[src/rtl/mgsp_pkg.sv]
package mgsp_pkg;

   localparam int DATA_W = 32;

   // operation codes
   localparam logic [1:0] OP_LOAD = 2'd0;
   localparam logic [1:0] OP_RUN  = 2'd1;
   localparam logic [1:0] OP_READ = 2'd2;

   // configuration register indexes
   localparam logic [1:0] CSR_NUM_VECTORS   = 2'd0;
   localparam logic [1:0] CSR_USED_LENGTH   = 2'd1;
   localparam logic [1:0] CSR_PADDED_LENGTH = 2'd2;
   localparam logic [1:0] CSR_NORM_FLOOR    = 2'd3;

   typedef struct packed {
      logic [1:0]               operation;
      logic [3:0]               vector_index;
      logic [7:0]               element_index;
      logic signed [DATA_W-1:0] psi_real_in;
      logic signed [DATA_W-1:0] psi_imag_in;
      logic signed [DATA_W-1:0] hpsi_real_in;
      logic signed [DATA_W-1:0] hpsi_imag_in;
   } req_type;

   typedef struct packed {
      logic signed [DATA_W-1:0] psi_real_out;
      logic signed [DATA_W-1:0] psi_imag_out;
      logic signed [DATA_W-1:0] hpsi_real_out;
      logic signed [DATA_W-1:0] hpsi_imag_out;
      logic                     run_status;
      logic [3:0]               failed_vector;
   } rsp_type;

   typedef struct packed {
      logic signed [DATA_W-1:0] re;
      logic signed [DATA_W-1:0] im;
   } cval_type;

   // norm and reciprocal handed back by the reciprocal unit
   typedef struct packed {
      logic              done;
      logic [DATA_W-1:0] norm;
      logic [DATA_W-1:0] inv;
   } recip_type;

   function automatic logic signed [DATA_W-1:0] sat32(input logic signed [63:0] v);
      if (v > 64'sd2147483647) begin
         return 32'sh7fffffff;
      end else if (v < -64'sd2147483648) begin
         return 32'sh80000000;
      end
      return v[DATA_W-1:0];
   endfunction

endpackage

[src/rtl/mgsp_recip.sv]
module mgsp_recip #(
   parameter int FRACTION_BITS = 28
) (
   input  logic                clock,
   input  logic                reset,
   input  logic                start,
   input  logic [30:0]         square,
   output mgsp_pkg::recip_type result
);
   import mgsp_pkg::*;

   localparam int DW = 2 * FRACTION_BITS + 1;
   localparam int SW = $clog2(DW + 1);

   typedef enum logic [1:0] {PH_IDLE, PH_SQRT, PH_DIV} phase_type;

   phase_type     phase_ff;
   logic [63:0]   rem_ff, res_ff, bit_ff;
   logic [SW-1:0] step_ff;
   logic [32:0]   drem_ff;
   logic [DW-1:0] quo_ff;
   logic          done_ff;

   logic [63:0] trial;
   logic        take;
   logic [32:0] shifted;
   logic        dtake;

   // one root bit per cycle, then one quotient bit per cycle
   assign trial   = res_ff + bit_ff;
   assign take    = rem_ff >= trial;
   assign shifted = {drem_ff[31:0], (step_ff == '0)};
   assign dtake   = shifted >= {1'b0, res_ff[31:0]};

   always_ff @(posedge clock) begin
      if (reset) begin
         phase_ff <= PH_IDLE;
         done_ff  <= 1'b0;
      end else begin
         done_ff <= 1'b0;
         unique case (phase_ff)
            PH_IDLE: begin
               if (start) begin
                  rem_ff   <= 64'(square) << FRACTION_BITS;
                  res_ff   <= '0;
                  bit_ff   <= 64'h4000_0000_0000_0000;
                  phase_ff <= PH_SQRT;
               end
            end
            PH_SQRT: begin
               if (take) begin
                  rem_ff <= rem_ff - trial;
                  res_ff <= (res_ff >> 1) + bit_ff;
               end else begin
                  res_ff <= res_ff >> 1;
               end
               bit_ff <= bit_ff >> 2;
               if (bit_ff[0]) begin
                  step_ff  <= '0;
                  drem_ff  <= '0;
                  phase_ff <= PH_DIV;
               end
            end
            PH_DIV: begin
               drem_ff <= dtake ? shifted - {1'b0, res_ff[31:0]} : shifted;
               quo_ff  <= {quo_ff[DW-2:0], dtake};
               step_ff <= step_ff + 1'b1;
               if (step_ff == SW'(DW - 1)) begin
                  done_ff  <= 1'b1;
                  phase_ff <= PH_IDLE;
               end
            end
            default: phase_ff <= PH_IDLE;
         endcase
      end
   end

   assign result.done = done_ff;
   assign result.norm = res_ff[31:0];
   assign result.inv  = (|quo_ff[DW-1:31]) ? 32'h7fff_ffff : {1'b0, quo_ff[30:0]};

endmodule

[config.mk]
export PLATFORM = sky130hd
export DESIGN_NAME = mgsp_recip
export DESIGN_NICKNAME = d
export VERILOG_FILES = /design/src/rtl/mgsp_pkg.sv /design/src/rtl/mgsp_recip.sv
export SDC_FILE = /design/constraint.sdc
export NUM_CORES = 1
export LEC_CHECK = 0
export ABC_AREA = 1
export BUFFER_PORTS_ARGS = -buffer_cell sky130_fd_sc_hd__buf_2
export CAP_MARGIN = 10
export CORE_MARGIN = 3
export CORE_UTILIZATION = 50
export DETAILED_ROUTE_END_ITERATION = 12
export PLACE_DENSITY_LB_ADDON = 0.08
export SYNTH_ARGS = -nofsm -noshare
export SYNTH_HDL_FRONTEND = slang
export SYNTH_SLANG_ARGS = --single-unit
[constraint.sdc]
create_clock -name clock -period 13.6 [get_ports clock]
set_input_delay 2.72 -clock clock [delete_from_list [all_inputs] [get_ports clock]]
set_output_delay 2.72 -clock clock [all_outputs]
set_load 0.01 [all_outputs]
==> impl_summary.md <==
Synthesis
The summed instance area of the synthesized netlist is 0.0263 mm^2. By area the synthesized netlist is led by sky130_fd_sc_hd__edfxtp_1, sky130_fd_sc_hd__nand2_1, sky130_fd_sc_hd__inv_1. The share of synthesized area occupied by flip-flops and latches is 29.3%. Yosys mapped the design onto 48 distinct sky130hd cell types. Summed over its instances, the top area cell type makes up 29.1% of the synthesized netlist area. The commonest cells after synthesis are sky130_fd_sc_hd__nand2_1, sky130_fd_sc_hd__inv_1, sky130_fd_sc_hd__nor2_1, sky130_fd_sc_hd__edfxtp_1, sky130_fd_sc_hd__nand3_1.

The post-synth net total is 4,376. The register bit total from synthesis is 258. The average size of a mapped cell is 6.31 um^2. Of all flip-flops after synthesis, the portion carrying an async set or reset was 0%. sky130_fd_sc_hd__edfxtp_1 takes more of the synthesized area than any other cell. The most used flip-flop cell after synthesis is sky130_fd_sc_hd__edfxtp_1.

The most numerous cell in the Yosys netlist is sky130_fd_sc_hd__nand2_1. The number of warnings printed during yosys synthesis is 0. In the synthesized netlist, the number of instances is 4,172. The number of flops mapped to enable cells by yosys is 255.

Power
The maximum VDD drop is 0.142 mV. In this run the power density over the cells is 295 mW/mm^2. The leakage power of the design is 14.1 nW.

CTS
No sink is reached through more buffers than the 3 on the longest clock path. The number of setup buffers added after CTS is 0. TritonCTS built the clock tree. Clock tree synthesis inserted a total of 35 buffers.

In this run, post-CTS hold repair placed 0 buffers. Clock-pin slew was measured on the worst setup and hold paths at 0.06 ns. The H-tree generated during clock tree synthesis spans 2 levels. Once the clock tree was built, the resizer swapped 0 gates to a different size. The clock reaches the later pin of the worst-skew pair after 0.57 ns. The clock drives 258 sinks.

The cell chosen for the clock root is sky130_fd_sc_hd__clkbuf_16.

Floorplan
The die is 235 um tall. The effective utilization at floorplan is 50.9%. The standard cell core area is 0.0517 mm^2. Measured along the x axis, the die boundary spans 235 um.

The site row count is 83. The area of the die is 0.0554 mm^2. During I/O placement, the number of pins put on the boundary was 99.

Setup path
Counting stages on the worst path, the most repeated cell is sky130_fd_sc_hd__o21ai_0. Data on the critical path arrives at its endpoint at 5.57 ns. The sort of element at the end of the critical path is a flip-flop.

The number of cell instances on the worst register-to-register path is 20. For the worst setup path, the data required time is 13.77 ns. The minimum setup slack among reg-to-reg paths is 8.20 ns. In this design, the stage delay of the slowest critical-path cell is 0.70 ns. The element type at the critical path start is a flip-flop. The standard cell with the maximum stage delay on the critical path is sky130_fd_sc_hd__buf_4.

The critical path in this run is classified as flip-flop to flip-flop. The critical-path maximum fanout is 64. The signal on the critical path passes through ha_1, nand2_1, o21ai_0, nand2_1, o21ai_0, a21oi_1, o21ai_0, xnor2_1, ha_1, nand2_1, nor2_2, nand2_2, nor2_4, nand4_1, nand3_2, nand2_2, nand2_2, o21ai_0, inv_2, buf_4.

Timing
Of the available clock period, the critical path in the final layout requires 39.7%. For the final database, setup skew stands at 0.0285 ns. Timing would allow up to 185 MHz. Headroom to the max-slew limit came out at 36.2%. The worst hold-check slack is 0.445 ns. The setup total negative slack is 0 ns. After layout, the worst setup slack is 8.20 ns.

The post-route minimum period is 5.40 ns. The count of endpoints failing hold in the final timing report came to 0. The max-slew violation count is 0. Setup repair after global routing left no endpoint under its margin. For the pin with the worst max-slew slack, the measured transition is 0.957 ns. The number of endpoints failing setup at the final stage is 0.

Run status
The run finished with clean final reports.

Routing
The average wire per standard cell is 18.6 um. The first-pass iteration count of the detailed router is 6. Wires add up to 91,700 um.

In the routed design, unresolved DRC markers number 0. The number of vias in the routed layout is 26,633. The DRC marker count from the first detailed-route iteration is 2,468. The detail-routed via count per cell is 5.40. The detail route stage leaves a number of antenna-violating nets equal to 0.

Global routing
The wire length of the first global-routing pass is 139,000 um. The global routing usage summed across all routing layers is 32.0%. For this run the aggregate overflow at the end of global routing stands at 0. The via count of the first global-routing pass is 24,788. Entering global routing, the biggest net connects 65 pins. The number of antenna violations at the first check in global routing came to 0.

Placed design
At the end of routability-driven placement, the weighted congestion stood at 0.979. The total instance count after detailed placement is 4,873. Input and output buffers added on the ports amount to 97.

The wire-length estimate of the detail-placed layout is 74,200 um. The minimum setup slack after placement is 8.29 ns.

Flow run
The max-cap violation count is 0.

Finish
In the final layout, the share of cells above drive strength 1 is 5.48%. The number of antenna cells inserted is 0. The final layout contains 4,434 nets. Excluding fillers, the count of instances in the completed layout stands at 4,934. The post-synthesis to final-layout area growth is 7.83%.

Min path
The number of cells on the worst hold path is 0. The tightest min-delay check is of the flip-flop to flip-flop type.
worst max-delay path: cells and delay by family, from the launching register on:
kind | cells | cell delay [ns]
compound gates | 5 | 1.14
xor+xnor | 1 | 0.20
fa+ha+maj | 2 | 0.91
buf+inv | 2 | 0.78
flops | 1 | 0.62
simple gates | 10 | 1.27
final cells by class:
class	count	area (um^2)
Inverter	686	2570
Multi-Input combinational cell	3141	15500
Timing Repair Buffer	108	568
Fill cell	5449	23300
Clock buffer	43	927
Clock inverter	18	215
Sequential cell	258	7720
Tap cell	680	851
path summary, 6_finish.rpt:
path | startpoint | endpoint
min | quo_ff[50] | quo_ff[51]
min reg2reg | quo_ff[50] | quo_ff[51]
max | res_ff[22] | rem_ff[49]
max reg2reg | res_ff[22] | rem_ff[49]
where the power goes:
part / internal [W] / switching [W]
logic: 0.00176 / 0.00402
clock network: 0.000563 / 0.000380
registers: 0.00130 / 0.000346
total: 0.00362 / 0.00474
per-stage QoR:
| step | power [W] | util [%] | area (um^2) |
|---|---|---|---|
| floorplan | 0.00566 | - | 26300 |
| global placement | 0.00726 | 52.7 | 27200 |
| detailed placement | 0.00729 | 52.7 | 27200 |
| CTS | 0.00826 | 54.9 | 28400 |
| global route | 0.00911 | 54.9 | 28400 |
| finish | 0.00837 | 54.9 | 28400 |
routing by layer:
metal	share of wire, %	up-vias	global-route usage, %
met5	0	-	0
met4	3.6	0	11.0
met3	6.7	156	2.86
met2	44	959	51.7
met1	45	12160	45.3
li1	-	13358	-
state kept, by name (all words and copies together), names as in the netlist:
name      count
res_ff       64
bit_ff       32
quo_ff       57
drem_ff      32
step_ff       6
rem_ff       64
phase_ff      2
done_ff       1
placed cells by master (no fill, tap or decap), drive strengths merged, types with 22 or more instances in the layout:
cell type and count:
a21oi 212, buf 108, clkbuf 43, edfxtp 255, ha 168, inv 688, nand2 1561, nand3 237
nand3b 56, nand4 41, nor2 463, nor3 35, o21ai 178, o21bai 22, xnor2 39, xor2 70
logic make-up after synthesis:
family,share of synthesized area (%)
buffers and inverters,11.9
xor gates and xnor gates,3.63
adders and majority gates,8.14
DFF,29.3
AOI/OAI and AO/OA,8.98
and+or+nand+nor,38.1
other,0.0142
Power figures use the tool's default switching activity.
